File: config.mk
export PLATFORM = sky130hd
export DESIGN_NAME = rc_pulse_pair_decoder
export DESIGN_NICKNAME = d
export VERILOG_FILES = /design/src/rtl/rppd_pkg.sv /design/src/rtl/rppd_datapath.sv /design/src/rtl/rppd_ctrl.sv /design/src/rtl/rc_pulse_pair_decoder.sv
export SDC_FILE = /design/constraint.sdc
export NUM_CORES = 2
export LEC_CHECK = 0
export CAP_MARGIN = 10
export CORE_AREA = 3 3 495 497
export DETAILED_ROUTE_END_ITERATION = 10
export DIE_AREA = 0 0 498 500
export DONT_BUFFER_PORTS = 1
export SYNTH_ARGS = -nofsm -noshare
export SYNTH_HDL_FRONTEND = slang
export SYNTH_HIERARCHICAL = 1
export SYNTH_SLANG_ARGS = --single-unit
File: constraint.sdc
create_clock -name clk_i -period 16.65 [get_ports clk_i]
set_clock_uncertainty 0.2 [all_clocks]
set_input_delay 0 -clock clk_i [delete_from_list [all_inputs] [get_ports clk_i]]
set_output_delay 0 -clock clk_i [all_outputs]
set_load 0.05 [all_outputs]
File: src/rtl/rppd_pkg.sv
`default_nettype none

package rppd_pkg;

  // Table geometry
  localparam int NumEntries    = 8;
  localparam int EntryW        = 3;
  localparam int IdxW          = 4;
  localparam int WordsPerEntry = 14;
  localparam int WordW         = 4;
  localparam int DurW          = 16;
  localparam int MsgBits       = 32;
  localparam int CntW          = 8;
  localparam int TimeW         = 32;
  localparam int InDataW       = 56;
  localparam int OutDataW      = 56;

  // Request kinds
  localparam logic [1:0] REQ_EDGE   = 2'd0;
  localparam logic [1:0] REQ_TWRITE = 2'd1;
  localparam logic [1:0] REQ_CLEAR  = 2'd2;

  // Configuration register indexes
  localparam logic [1:0] CFG_ENABLE  = 2'd0;
  localparam logic [1:0] CFG_MINBITS = 2'd1;
  localparam logic [1:0] CFG_ENTRIES = 2'd2;

  // Reported state codes
  localparam logic [1:0] SC_SEEK = 2'd0;
  localparam logic [1:0] SC_DATA = 2'd1;
  localparam logic [1:0] SC_MSG  = 2'd2;

  // Pulse pair classes
  localparam logic [1:0] CLS_NONE = 2'd0;
  localparam logic [1:0] CLS_ZERO = 2'd1;
  localparam logic [1:0] CLS_ONE  = 2'd2;

  // Table word slots
  localparam logic [WordW-1:0] W_PROTO = 4'd0;
  localparam logic [WordW-1:0] W_INV   = 4'd1;
  localparam logic [WordW-1:0] W_SA_LO = 4'd2;
  localparam logic [WordW-1:0] W_SA_HI = 4'd3;
  localparam logic [WordW-1:0] W_SB_LO = 4'd4;
  localparam logic [WordW-1:0] W_SB_HI = 4'd5;
  localparam logic [WordW-1:0] W_0A_LO = 4'd6;
  localparam logic [WordW-1:0] W_0A_HI = 4'd7;
  localparam logic [WordW-1:0] W_0B_LO = 4'd8;
  localparam logic [WordW-1:0] W_0B_HI = 4'd9;
  localparam logic [WordW-1:0] W_1A_LO = 4'd10;
  localparam logic [WordW-1:0] W_1A_HI = 4'd11;
  localparam logic [WordW-1:0] W_1B_LO = 4'd12;
  localparam logic [WordW-1:0] W_1B_HI = 4'd13;

  typedef enum logic [3:0] {
    CMD_NONE,
    CMD_LOAD,
    CMD_EDGE,
    CMD_TWRITE,
    CMD_CLEAR,
    CMD_RD,
    CMD_COL_EVAL,
    CMD_AN_EVAL,
    CMD_APPLY,
    CMD_OUT
  } rppd_cmd_e;

  typedef struct packed {
    rppd_cmd_e op;
  } rppd_cmd_t;

  typedef struct packed {
    logic [1:0] req_type;
    logic       path_collect;
    logic       path_analyze;
    logic       col_end;
    logic       col_stop;
    logic       an_stop;
    logic       apply_restart;
    logic       lvl_diff;
    logic       out_free;
  } rppd_stat_t;

endpackage

`default_nettype wire

File: src/rtl/rppd_datapath.sv
`default_nettype none

module rppd_datapath
  import rppd_pkg::*;
(
  input  wire logic                clk_i,
  input  wire logic                rst_ni,
  input  wire rppd_cmd_t           cmd_i,
  output rppd_stat_t               stat_o,
  input  wire logic [1:0]          s_tuser_i,
  input  wire logic [InDataW-1:0]  s_tdata_i,
  input  wire logic                cfg_valid_i,
  input  wire logic [1:0]          cfg_index_i,
  input  wire logic [7:0]          cfg_data_i,
  input  wire logic                m_tready_i,
  output logic                     m_tvalid_o,
  output logic [OutDataW-1:0]      m_tdata_o,
  output logic [1:0]               m_tuser_o
);

  // Request word
  logic [1:0]       req_q;
  logic             level_q;
  logic [TimeW-1:0] time_q;
  logic [EntryW-1:0] entry_q;
  logic [WordW-1:0] word_q;
  logic [DurW-1:0]  value_q;

  // Configuration
  logic             en_q;
  logic [CntW-1:0]  min_q;
  logic [3:0]       ent_q;

  // Receiver state
  logic [TimeW-1:0] last_q;
  logic [DurW-1:0]  dur_q [2];
  logic             low_q [2];
  logic [1:0]       held_q;
  logic [NumEntries-1:0] mask_q;
  logic             phase_q;
  logic [MsgBits-1:0] store_q;
  logic [CntW-1:0]  bits_q;
  logic             latched_q;
  logic [IdxW-1:0]  idx_q;
  logic [1:0]       res_q;
  logic             sync_q;

  // Timing table and its registered row
  logic [DurW-1:0]  tbl_q [NumEntries][WordsPerEntry];
  logic [DurW-1:0]  row_q [WordsPerEntry];
  logic [7:0]       proto_q [NumEntries];

  // Output register
  logic             ovalid_q;
  logic [OutDataW-1:0] odata_q;
  logic [1:0]       ouser_q;

  logic [IdxW-1:0]  n_used;
  logic [TimeW-1:0] delta;
  logic [DurW-1:0]  dur_new;
  logic [DurW-1:0]  ad, bd;
  logic [EntryW-1:0] cur;
  logic             c_lvl, c_break, c_hit;
  logic             a_sync, a_ok;
  logic [1:0]       ca, cb;
  logic [CntW-1:0]  stored;
  logic             accept_msg;
  logic [7:0]       proto_sel;

  assign n_used  = (ent_q > IdxW'(NumEntries)) ? IdxW'(NumEntries) : ent_q;
  assign delta   = time_q - last_q;
  assign dur_new = (|delta[TimeW-1:DurW]) ? {DurW{1'b1}} : delta[DurW-1:0];
  assign ad      = dur_q[0];
  assign bd      = dur_q[1];
  assign cur     = idx_q[EntryW-1:0];

  // Sync window test while seeking
  assign c_lvl   = ((row_q[W_INV] != '0) == low_q[0]);
  assign c_break = c_lvl && (ad < row_q[W_SA_LO]);
  assign c_hit   = c_lvl && !c_break && (ad < row_q[W_SA_HI])
                   && (bd >= row_q[W_SB_LO]) && (bd < row_q[W_SB_HI]);

  // Pair classification for one candidate
  assign a_sync = mask_q[cur] && (ad >= row_q[W_SA_LO])
                  && (bd >= row_q[W_SB_LO]) && (bd < row_q[W_SB_HI]);

  always_comb begin
    if (ad >= row_q[W_0A_LO] && ad < row_q[W_0A_HI]) begin
      ca = CLS_ZERO;
    end else if (ad >= row_q[W_1A_LO] && ad < row_q[W_1A_HI]) begin
      ca = CLS_ONE;
    end else begin
      ca = CLS_NONE;
    end
    if (bd >= row_q[W_0B_LO] && bd < row_q[W_0B_HI]) begin
      cb = CLS_ZERO;
    end else if (bd >= row_q[W_1B_LO] && bd < row_q[W_1B_HI]) begin
      cb = CLS_ONE;
    end else begin
      cb = CLS_NONE;
    end
  end

  assign a_ok       = (ca == cb) && (cb != CLS_NONE);
  assign stored     = (bits_q > CntW'(MsgBits)) ? CntW'(MsgBits) : bits_q;
  assign accept_msg = sync_q && (stored >= min_q);

  // Lowest candidate wins
  always_comb begin
    proto_sel = '0;
    for (int i = NumEntries - 1; i >= 0; i--) begin
      if (mask_q[i]) proto_sel = proto_q[i];
    end
  end

  // Status to controller
  always_comb begin
    stat_o.req_type      = req_q;
    stat_o.path_collect  = en_q && !latched_q && (mask_q == '0)
                           && (held_q != 2'd0) && (level_q != low_q[1]);
    stat_o.path_analyze  = en_q && !latched_q && (mask_q != '0) && phase_q;
    stat_o.col_end       = (idx_q >= n_used);
    stat_o.col_stop      = c_break;
    stat_o.an_stop       = a_sync || (idx_q == '0);
    stat_o.apply_restart = sync_q ? !accept_msg : (res_q == CLS_NONE);
    stat_o.lvl_diff      = (low_q[0] != low_q[1]);
    stat_o.out_free      = !ovalid_q || m_tready_i;
  end

  // Request latch and table memory
  always_ff @(posedge clk_i) begin
    if (cmd_i.op == CMD_LOAD) begin
      req_q   <= s_tuser_i;
      level_q <= s_tdata_i[0];
      time_q  <= s_tdata_i[32:1];
      entry_q <= s_tdata_i[35:33];
      word_q  <= s_tdata_i[39:36];
      value_q <= s_tdata_i[55:40];
    end
    if (cmd_i.op == CMD_TWRITE && word_q < WordW'(WordsPerEntry)) begin
      tbl_q[entry_q][word_q] <= value_q;
      if (word_q == W_PROTO) proto_q[entry_q] <= value_q[7:0];
    end
    if (cmd_i.op == CMD_RD) begin
      row_q <= tbl_q[cur];
    end
  end

  // Configuration registers
  always_ff @(posedge clk_i or negedge rst_ni) begin
    if (!rst_ni) begin
      en_q  <= 1'b1;
      min_q <= 8'd8;
      ent_q <= '0;
    end else if (cfg_valid_i) begin
      case (cfg_index_i)
        CFG_ENABLE:  en_q  <= cfg_data_i[0];
        CFG_MINBITS: min_q <= cfg_data_i;
        CFG_ENTRIES: ent_q <= cfg_data_i[3:0];
        default: ;
      endcase
    end
  end

  // Receiver state
  always_ff @(posedge clk_i or negedge rst_ni) begin
    if (!rst_ni) begin
      last_q    <= '0;
      dur_q[0]  <= '0;
      dur_q[1]  <= '0;
      low_q[0]  <= 1'b0;
      low_q[1]  <= 1'b0;
      held_q    <= '0;
      mask_q    <= '0;
      phase_q   <= 1'b0;
      store_q   <= '0;
      bits_q    <= '0;
      latched_q <= 1'b0;
      idx_q     <= '0;
      res_q     <= CLS_NONE;
      sync_q    <= 1'b0;
    end else begin
      case (cmd_i.op)
        CMD_EDGE: begin
          last_q <= time_q;
          if (en_q) begin
            dur_q[0] <= dur_q[1];
            low_q[0] <= low_q[1];
            dur_q[1] <= dur_new;
            low_q[1] <= level_q;
            if (held_q < 2'd2) held_q <= held_q + 2'd1;
            if (!latched_q && mask_q != '0) phase_q <= !phase_q;
          end
          idx_q  <= stat_o.path_analyze ? IdxW'(NumEntries - 1) : '0;
          res_q  <= CLS_NONE;
          sync_q <= 1'b0;
        end
        CMD_CLEAR: begin
          mask_q    <= '0;
          store_q   <= '0;
          bits_q    <= '0;
          held_q    <= '0;
          phase_q   <= 1'b0;
          latched_q <= 1'b0;
        end
        CMD_COL_EVAL: begin
          if (c_hit) mask_q[cur] <= 1'b1;
          idx_q <= idx_q + 1'b1;
        end
        CMD_AN_EVAL: begin
          if (a_sync) begin
            sync_q <= 1'b1;
          end else if (mask_q[cur]) begin
            if (a_ok) begin
              if (res_q == CLS_NONE) res_q <= cb;
            end else begin
              mask_q[cur] <= 1'b0;
            end
          end
          if (!stat_o.an_stop) idx_q <= idx_q - 1'b1;
        end
        CMD_APPLY: begin
          if (accept_msg) begin
            latched_q <= 1'b1;
          end else if (stat_o.apply_restart) begin
            mask_q  <= '0;
            store_q <= '0;
            bits_q  <= '0;
            held_q  <= '0;
            idx_q   <= '0;
          end else begin
            if (bits_q < CntW'(MsgBits)) store_q <= {store_q[MsgBits-2:0], res_q == CLS_ONE};
            if (bits_q != {CntW{1'b1}}) bits_q <= bits_q + 1'b1;
          end
        end
        default: ;
      endcase
    end
  end

  // Output register
  always_ff @(posedge clk_i or negedge rst_ni) begin
    if (!rst_ni) begin
      ovalid_q <= 1'b0;
    end else if (cmd_i.op == CMD_OUT) begin
      ovalid_q <= 1'b1;
    end else if (m_tready_i) begin
      ovalid_q <= 1'b0;
    end
  end

  always_ff @(posedge clk_i) begin
    if (cmd_i.op == CMD_OUT) begin
      ouser_q <= latched_q ? SC_MSG : ((mask_q != '0) ? SC_DATA : SC_SEEK);
      odata_q <= {6'b0, (mask_q != '0), proto_sel,
                  latched_q ? bits_q : '0,
                  latched_q ? store_q : '0,
                  latched_q};
    end
  end

  assign m_tvalid_o = ovalid_q;
  assign m_tdata_o  = odata_q;
  assign m_tuser_o  = ouser_q;

endmodule

`default_nettype wire

File: src/rtl/rppd_ctrl.sv
`default_nettype none

module rppd_ctrl
  import rppd_pkg::*;
(
  input  wire logic       clk_i,
  input  wire logic       rst_ni,
  input  wire logic       s_tvalid_i,
  output logic            s_tready_o,
  input  wire rppd_stat_t stat_i,
  output rppd_cmd_t       cmd_o
);

  typedef enum logic [2:0] {
    S_IDLE,
    S_EXEC,
    S_COL_RD,
    S_COL_EV,
    S_AN_RD,
    S_AN_EV,
    S_APPLY,
    S_FINISH
  } state_e;

  state_e state_q;
  logic   ready_q;

  // Issue one datapath command per state
  always_comb begin
    cmd_o.op = CMD_NONE;
    case (state_q)
      S_IDLE:   if (s_tvalid_i) cmd_o.op = CMD_LOAD;
      S_EXEC: begin
        case (stat_i.req_type)
          REQ_EDGE:   cmd_o.op = CMD_EDGE;
          REQ_TWRITE: cmd_o.op = CMD_TWRITE;
          REQ_CLEAR:  cmd_o.op = CMD_CLEAR;
          default:    cmd_o.op = CMD_NONE;
        endcase
      end
      S_COL_RD: if (!stat_i.col_end) cmd_o.op = CMD_RD;
      S_COL_EV: cmd_o.op = CMD_COL_EVAL;
      S_AN_RD:  cmd_o.op = CMD_RD;
      S_AN_EV:  cmd_o.op = CMD_AN_EVAL;
      S_APPLY:  cmd_o.op = CMD_APPLY;
      S_FINISH: if (stat_i.out_free) cmd_o.op = CMD_OUT;
      default:  cmd_o.op = CMD_NONE;
    endcase
  end

  // Sequence the word
  always_ff @(posedge clk_i or negedge rst_ni) begin
    if (!rst_ni) begin
      state_q <= S_IDLE;
      ready_q <= 1'b1;
    end else begin
      case (state_q)
        S_IDLE: begin
          if (s_tvalid_i) begin
            state_q <= S_EXEC;
            ready_q <= 1'b0;
          end
        end
        S_EXEC: begin
          if (stat_i.req_type == REQ_EDGE && stat_i.path_collect) begin
            state_q <= S_COL_RD;
          end else if (stat_i.req_type == REQ_EDGE && stat_i.path_analyze) begin
            state_q <= S_AN_RD;
          end else begin
            state_q <= S_FINISH;
          end
        end
        S_COL_RD: state_q <= stat_i.col_end ? S_FINISH : S_COL_EV;
        S_COL_EV: state_q <= stat_i.col_stop ? S_FINISH : S_COL_RD;
        S_AN_RD:  state_q <= S_AN_EV;
        S_AN_EV:  state_q <= stat_i.an_stop ? S_APPLY : S_AN_RD;
        S_APPLY: begin
          state_q <= (stat_i.apply_restart && stat_i.lvl_diff) ? S_COL_RD : S_FINISH;
        end
        S_FINISH: begin
          if (stat_i.out_free) begin
            state_q <= S_IDLE;
            ready_q <= 1'b1;
          end
        end
        default: state_q <= S_IDLE;
      endcase
    end
  end

  assign s_tready_o = ready_q;

endmodule

`default_nettype wire

File: src/rtl/rc_pulse_pair_decoder.sv
// Channel   Dir  Handshake          Contents
// s_axis    in   tvalid/tready      tuser req_type; tdata pin, time, entry, word, value
// m_axis    out  tvalid/tready      tuser state_code; tdata ready, bits, count, protocol
// cfg       in   cfg_valid/ready    cfg_index register, cfg_data value
//
// A table write, clear or disabled edge goes from the execute state straight to
// the finish state; the next word is taken once its result is registered.
// Edges that scan the timing table take a read state and an evaluate state per
// entry through the single registered table row; analysis that restarts
// collection scans the table again from the first entry.
// Reset clears all receiver state; table contents are undefined until written.
// A stalled result holds in the output register; the next word is taken
// meanwhile and waits for that register before presenting its result.
`default_nettype none

module rc_pulse_pair_decoder
  import rppd_pkg::*;
(
  input  wire logic                clk_i,
  input  wire logic                rst_ni,
  input  wire logic                s_axis_tvalid,
  output logic                     s_axis_tready,
  input  wire logic [InDataW-1:0]  s_axis_tdata,  // pin_level, edge_time_us, table_entry,
                                                  // table_word, table_value
  input  wire logic [1:0]          s_axis_tuser,  // req_type
  output logic                     m_axis_tvalid,
  input  wire logic                m_axis_tready,
  output logic [OutDataW-1:0]      m_axis_tdata,  // message_ready, received_bits, bit_count,
                                                  // protocol_number, protocol_found
  output logic [1:0]               m_axis_tuser,  // state_code
  input  wire logic                cfg_valid_i,
  output logic                     cfg_ready_o,
  input  wire logic [1:0]          cfg_index_i,
  input  wire logic [7:0]          cfg_data_i
);

  rppd_cmd_t  cmd;
  rppd_stat_t stat;

  assign cfg_ready_o = 1'b1;

  rppd_ctrl u_ctrl (
    .clk_i      (clk_i),
    .rst_ni     (rst_ni),
    .s_tvalid_i (s_axis_tvalid),
    .s_tready_o (s_axis_tready),
    .stat_i     (stat),
    .cmd_o      (cmd)
  );

  rppd_datapath u_dp (
    .clk_i       (clk_i),
    .rst_ni      (rst_ni),
    .cmd_i       (cmd),
    .stat_o      (stat),
    .s_tuser_i   (s_axis_tuser),
    .s_tdata_i   (s_axis_tdata),
    .cfg_valid_i (cfg_valid_i),
    .cfg_index_i (cfg_index_i),
    .cfg_data_i  (cfg_data_i),
    .m_tready_i  (m_axis_tready),
    .m_tvalid_o  (m_axis_tvalid),
    .m_tdata_o   (m_axis_tdata),
    .m_tuser_o   (m_axis_tuser)
  );

endmodule

`default_nettype wire

==> run_summary.xml <==
<?xml version="1.0" encoding="UTF-8"?>
<metrics>
  <group name="run_status">
    <metric name="status" unit="">complete, no violations</metric>
  </group>
  <group name="setup_path">
    <metric name="timing.rr.start" unit="">u_dp/idx_q[0]</metric>
    <metric name="critical_path.startpoint" unit="">u_dp/idx_q[0]</metric>
    <metric name="timing_worst_setup_path_type" unit="">register to register</metric>
    <metric name="endpoint_kind" unit="">register</metric>
    <metric name="worst-endpoint-required" unit="ps">17020</metric>
    <metric name="setup.worst_path.start_class" unit="">register</metric>
    <metric name="crit_fanout" unit="">11</metric>
    <metric name="critical_path_arrival" unit="ps">6550</metric>
  </group>
  <group name="timing">
    <metric name="hold_violations_final" unit="">0</metric>
    <metric name="slew_headroom" unit="%">27.19</metric>
    <metric name="fin_tns_setup" unit="ps">0</metric>
    <metric name="least_margin_pin_slew" unit="ps">1092</metric>
    <metric name="fin_worst_hold_slack" unit="ps">99.89</metric>
    <metric name="fmax_achieved" unit="MHz">161.6</metric>
    <metric name="report.final.setup_viol" unit="">0</metric>
    <metric name="min_period" unit="ps">6188</metric>
    <metric name="worst_setup_slack_final" unit="ps">10460</metric>
    <metric name="grt_setup_unrepaired" unit="">no</metric>
    <metric name="period_share" unit="%">37.17</metric>
    <metric name="slew_violations" unit="">0</metric>
  </group>
  <group name="floorplanning">
    <metric name="core.rowCount" unit="">180</metric>
    <metric name="die_area" unit="sq um">249000</metric>
    <metric name="core_region_area" unit="sq um">240800</metric>
    <metric name="io_pins" unit="">134</metric>
    <metric name="start_util" unit="%">34.99</metric>
    <metric name="dieHeight" unit="um">500</metric>
    <metric name="floorplan.die.width" unit="um">498</metric>
  </group>
  <group name="synthesis">
    <metric name="synthesis.yosys.warnings" unit="">6</metric>
    <metric name="ys_ff_latch" unit="">2189</metric>
    <metric name="synthArstFlopShare" unit="%">6.533</metric>
    <metric name="ys_flop_type" unit="">sky130_fd_sc_hd__edfxtp_1</metric>
    <metric name="avgSynthCellArea" unit="sq um">16.30</metric>
    <metric name="seq_total_area_yosys" unit="%">77.19</metric>
    <metric name="syn-cell-area" unit="sq um">84230</metric>
    <metric name="synth_enable_flop_cells" unit="">2046</metric>
    <metric name="yosysUniqueCellTypes" unit="">89</metric>
    <metric name="syn_inst" unit="">5169</metric>
  </group>
  <group name="global_route">
    <metric name="global_route.overflow_total" unit="">0</metric>
    <metric name="initial_antenna_violation_count" unit="">3</metric>
    <metric name="grt_max_degree" unit="">171</metric>
    <metric name="gr-usage-all-layers" unit="%">17.90</metric>
    <metric name="vias_in_the_first_global_route" unit="">47568</metric>
    <metric name="wire_length_of_the_first_global_routing_pass" unit="mm">331.0</metric>
  </group>
  <group name="hold_path">
    <metric name="hp-start" unit="">s_axis_tdata[38]</metric>
    <metric name="worstHoldPathType" unit="">input pin to register</metric>
  </group>
  <group name="detailed_routing">
    <metric name="routed_wire_length_per_instance" unit="um">25.95</metric>
    <metric name="route.antenna.remaining_nets" unit="">0</metric>
    <metric name="post-route-drc-count" unit="">0</metric>
    <metric name="dr_total_vias" unit="">48590</metric>
    <metric name="drt_iter0_markers" unit="">5623</metric>
    <metric name="final_wl" unit="mm">229.0</metric>
    <metric name="viasPerCell" unit="">5.507</metric>
    <metric name="drt-pass1-iter-count" unit="">6</metric>
  </group>
  <group name="placement">
    <metric name="dpl_worst_slack" unit="ps">10200</metric>
    <metric name="gpl.final_weighted_congestion" unit="">0.8662</metric>
    <metric name="buffers_on_ports" unit="">0</metric>
    <metric name="post-dp-hpwl" unit="mm">134.7</metric>
  </group>
  <group name="clock_tree">
    <metric name="cts_resized" unit="">0</metric>
    <metric name="insertion_delay" unit="ps">850</metric>
    <metric name="clkTransAtPathRegs" unit="ps">60</metric>
    <metric name="numClockSinks" unit="">2189</metric>
    <metric name="clock_path_buffers" unit="">3</metric>
    <metric name="cts-buffers-inserted" unit="">207</metric>
    <metric name="htreeDepth" unit="">4</metric>
    <metric name="clockRootBuffer" unit="">sky130_fd_sc_hd__clkbuf_16</metric>
    <metric name="cts_tree" unit="">yes</metric>
  </group>
  <group name="pwr">
    <metric name="power-per-cell-area" unit="nW/um^2">173.7</metric>
    <metric name="power_leakage" unit="nW">32.71</metric>
    <metric name="max-vdd-ir-drop" unit="uV">120.4</metric>
    <metric name="post-layout-total-power" unit="W">0.01688</metric>
  </group>
  <group name="final_layout">
    <metric name="layout-drive-gt1-share" unit="%">10.15</metric>
    <metric name="utilization" unit="%">40.35</metric>
    <metric name="n_fill_cell" unit="">21367</metric>
    <metric name="layout-area-overhead-vs-synth" unit="%">15.33</metric>
    <metric name="nets_final" unit="">5773</metric>
  </group>
  <group name="job">
    <metric name="max_cap_violations" unit="">0</metric>
  </group>
</metrics>
==> where the power goes <==
part	switching, W	leakage, nW	internal, W
clock	0.00205	3.31	0.00265
combinational	0.00332	9.09	0.00128
sequential	0.000446	20.3	0.00713
total	0.00582	32.7	0.0111
==> layout by cell type, fill, tap and decap left out, drive strengths merged, types with 5 or more instances in the layout <==
cell / netlist / final
o211ai: 7 / 7
nor3: 42 / 42
clkbuf: 236 / 250
and3: 10 / 10
bufinv: 0 / 20
a22oi: 841 / 841
o21a: 10 / 10
nand4: 253 / 253
xnor2: 10 / 10
mux2i: 11 / 11
clkinvlp: 0 / 11
nand3: 29 / 29
edfxtp: 2046 / 2046
nor2b: 21 / 21
nand3b: 5 / 5
dlygate4sd3: 0 / 151
buf: 29 / 193
conb: 2 / 9
a21o: 48 / 48
nand2b: 21 / 21
or3b: 6 / 6
inv: 253 / 260
a31oi: 22 / 22
or3: 7 / 7
nand2: 198 / 198
ha: 234 / 234
a211oi: 19 / 19
a22o: 31 / 31
clkinv: 1 / 95
nor2: 217 / 217
o31ai: 9 / 9
a21oi: 129 / 129
o21ai: 114 / 114
xor2: 23 / 23
a221oi: 11 / 11
nor4: 14 / 14
mux2: 17 / 17
and2: 47 / 47
dfrtp: 140 / 140
==> per-layer routing <==
| layer | share of wire, % | global-route usage (%) | wire, um |
|---|---|---|---|
| met2 | 48 | 29.31 | 109700 |
| met5 | 0.0031 | 0 | 7 |
| met1 | 41 | 24.23 | 93900 |
| met4 | 3.1 | 5.842 | 7177 |
| met3 | 8.0 | 3.134 | 18270 |
==> kinds of logic (layout without fill, tap and decap cells) <==
logic type               after synthesis  in the layout  synth area share [%]
adder cells (fa/ha/maj)              236            236                 3.523
other                                  2             11              0.008916
AND/OR/NAND/NOR                      884            884                 5.333
flip-flops                          2189           2189                 77.19
AO/OA/AOI/OAI                       1276           1276                 10.80
buffers and inverters                519            980                 2.381
XOR/XNOR                              33             33                0.3431
multiplexers                          30             30                0.4159
==> worst max-delay path, cell delays in order (launching register included) <==
cell and delay (ps):
sky130_fd_sc_hd__dfrtp_1 600, sky130_fd_sc_hd__inv_1 250, sky130_fd_sc_hd__ha_1 340, sky130_fd_sc_hd__nand2b_1 140, sky130_fd_sc_hd__a21oi_1 140, sky130_fd_sc_hd__nor2b_1 60
sky130_fd_sc_hd__o21ai_0 180, sky130_fd_sc_hd__nand2b_1 150, sky130_fd_sc_hd__nor3b_1 220, sky130_fd_sc_hd__o22ai_1 130, sky130_fd_sc_hd__a21oi_1 630, sky130_fd_sc_hd__nand3_1 520
sky130_fd_sc_hd__nor3_2 880, sky130_fd_sc_hd__nand2_1 550, sky130_fd_sc_hd__nor2_1 680, sky130_fd_sc_hd__buf_6 230
==> cells in the mapped netlist (23+ instances only) <==
master                     count  area share (%)
sky130_fd_sc_hd__inv_1       252             1.1
sky130_fd_sc_hd__dfrtp_1     140             4.2
sky130_fd_sc_hd__nor3_1       42            0.25
sky130_fd_sc_hd__clkbuf_1    235             1.0
sky130_fd_sc_hd__xor2_1       23            0.24
sky130_fd_sc_hd__a22o_1       31            0.32
sky130_fd_sc_hd__nor2_1      214            0.95
sky130_fd_sc_hd__o21ai_0     110            0.65
sky130_fd_sc_hd__ha_1        234             3.5
sky130_fd_sc_hd__a22oi_1     841             7.5
sky130_fd_sc_hd__nand4_1     253             1.9
sky130_fd_sc_hd__edfxtp_1   2046              73
sky130_fd_sc_hd__a21oi_1     126            0.75
sky130_fd_sc_hd__and2_1       46            0.34
sky130_fd_sc_hd__a21o_1       48            0.43
sky130_fd_sc_hd__nand3_1      29            0.17
sky130_fd_sc_hd__nand2_1     197            0.88
==> path summary, 6_finish.rpt <==
check	depth (start not counted)	endpoint	slack [ps]
setup / recovery	15	u_dp/tbl_q[1][204]	10460
min in group asynchronous	3	u_ctrl/s_tready_o	180
hold reg to reg	1	u_dp/held_q[0]	300
setup reg to reg	15	u_dp/tbl_q[1][204]	10460
max in group asynchronous	4	u_dp/store_q[23]	15390
hold / removal	2	u_dp/word_q[2]	100
==> sequential cells by signal (all words and copies together), names as in the netlist, 4 cells and up <==
signal	flops
u_dp/ad	16
u_dp/bd	16
u_dp/bits_q	8
u_dp/ent_q	4
u_dp/idx_q	4
u_dp/last_q	32
u_dp/m_tdata_o	50
u_dp/mask_q	8
u_dp/min_q	8
u_dp/proto_q	64
u_dp/row_q	208
u_dp/store_q	32
u_dp/tbl_q	1664
u_dp/time_q	32
u_dp/value_q	16
u_dp/word_q	4
==> what timing repair did <==
action / CTS / global route
setup buffers: 0 / 0
hold buffers: 153 / 0
endpoints found under the hold margin: 223 / 0
==> through the flow <==
stage          instances  cell area, sq um
6_report            8824             97150
5_1_grt             8822             97140
4_1_cts             8814             97070
3_5_place_dp        8279             88690
3_3_place_gp        8279             88690
2_1_floorplan       5176             84260
==> layout make-up <==
cell class                      count  area (sq um)  share of cell area [%]
Tap cell                         3185          3985                   4.102
Clock inverter                    132          1370                   1.410
Antenna cell                        2         5.005                0.005152
Multi-Input combinational cell   2468         17330                   17.84
Inverter                          254         953.4                  0.9814
Sequential cell                  2189         65020                   66.93
Timing Repair Buffer              344          3040                   3.130
Clock buffer                      250          5443                   5.603
No activity file was read; power rests on OpenSTA's default activity.
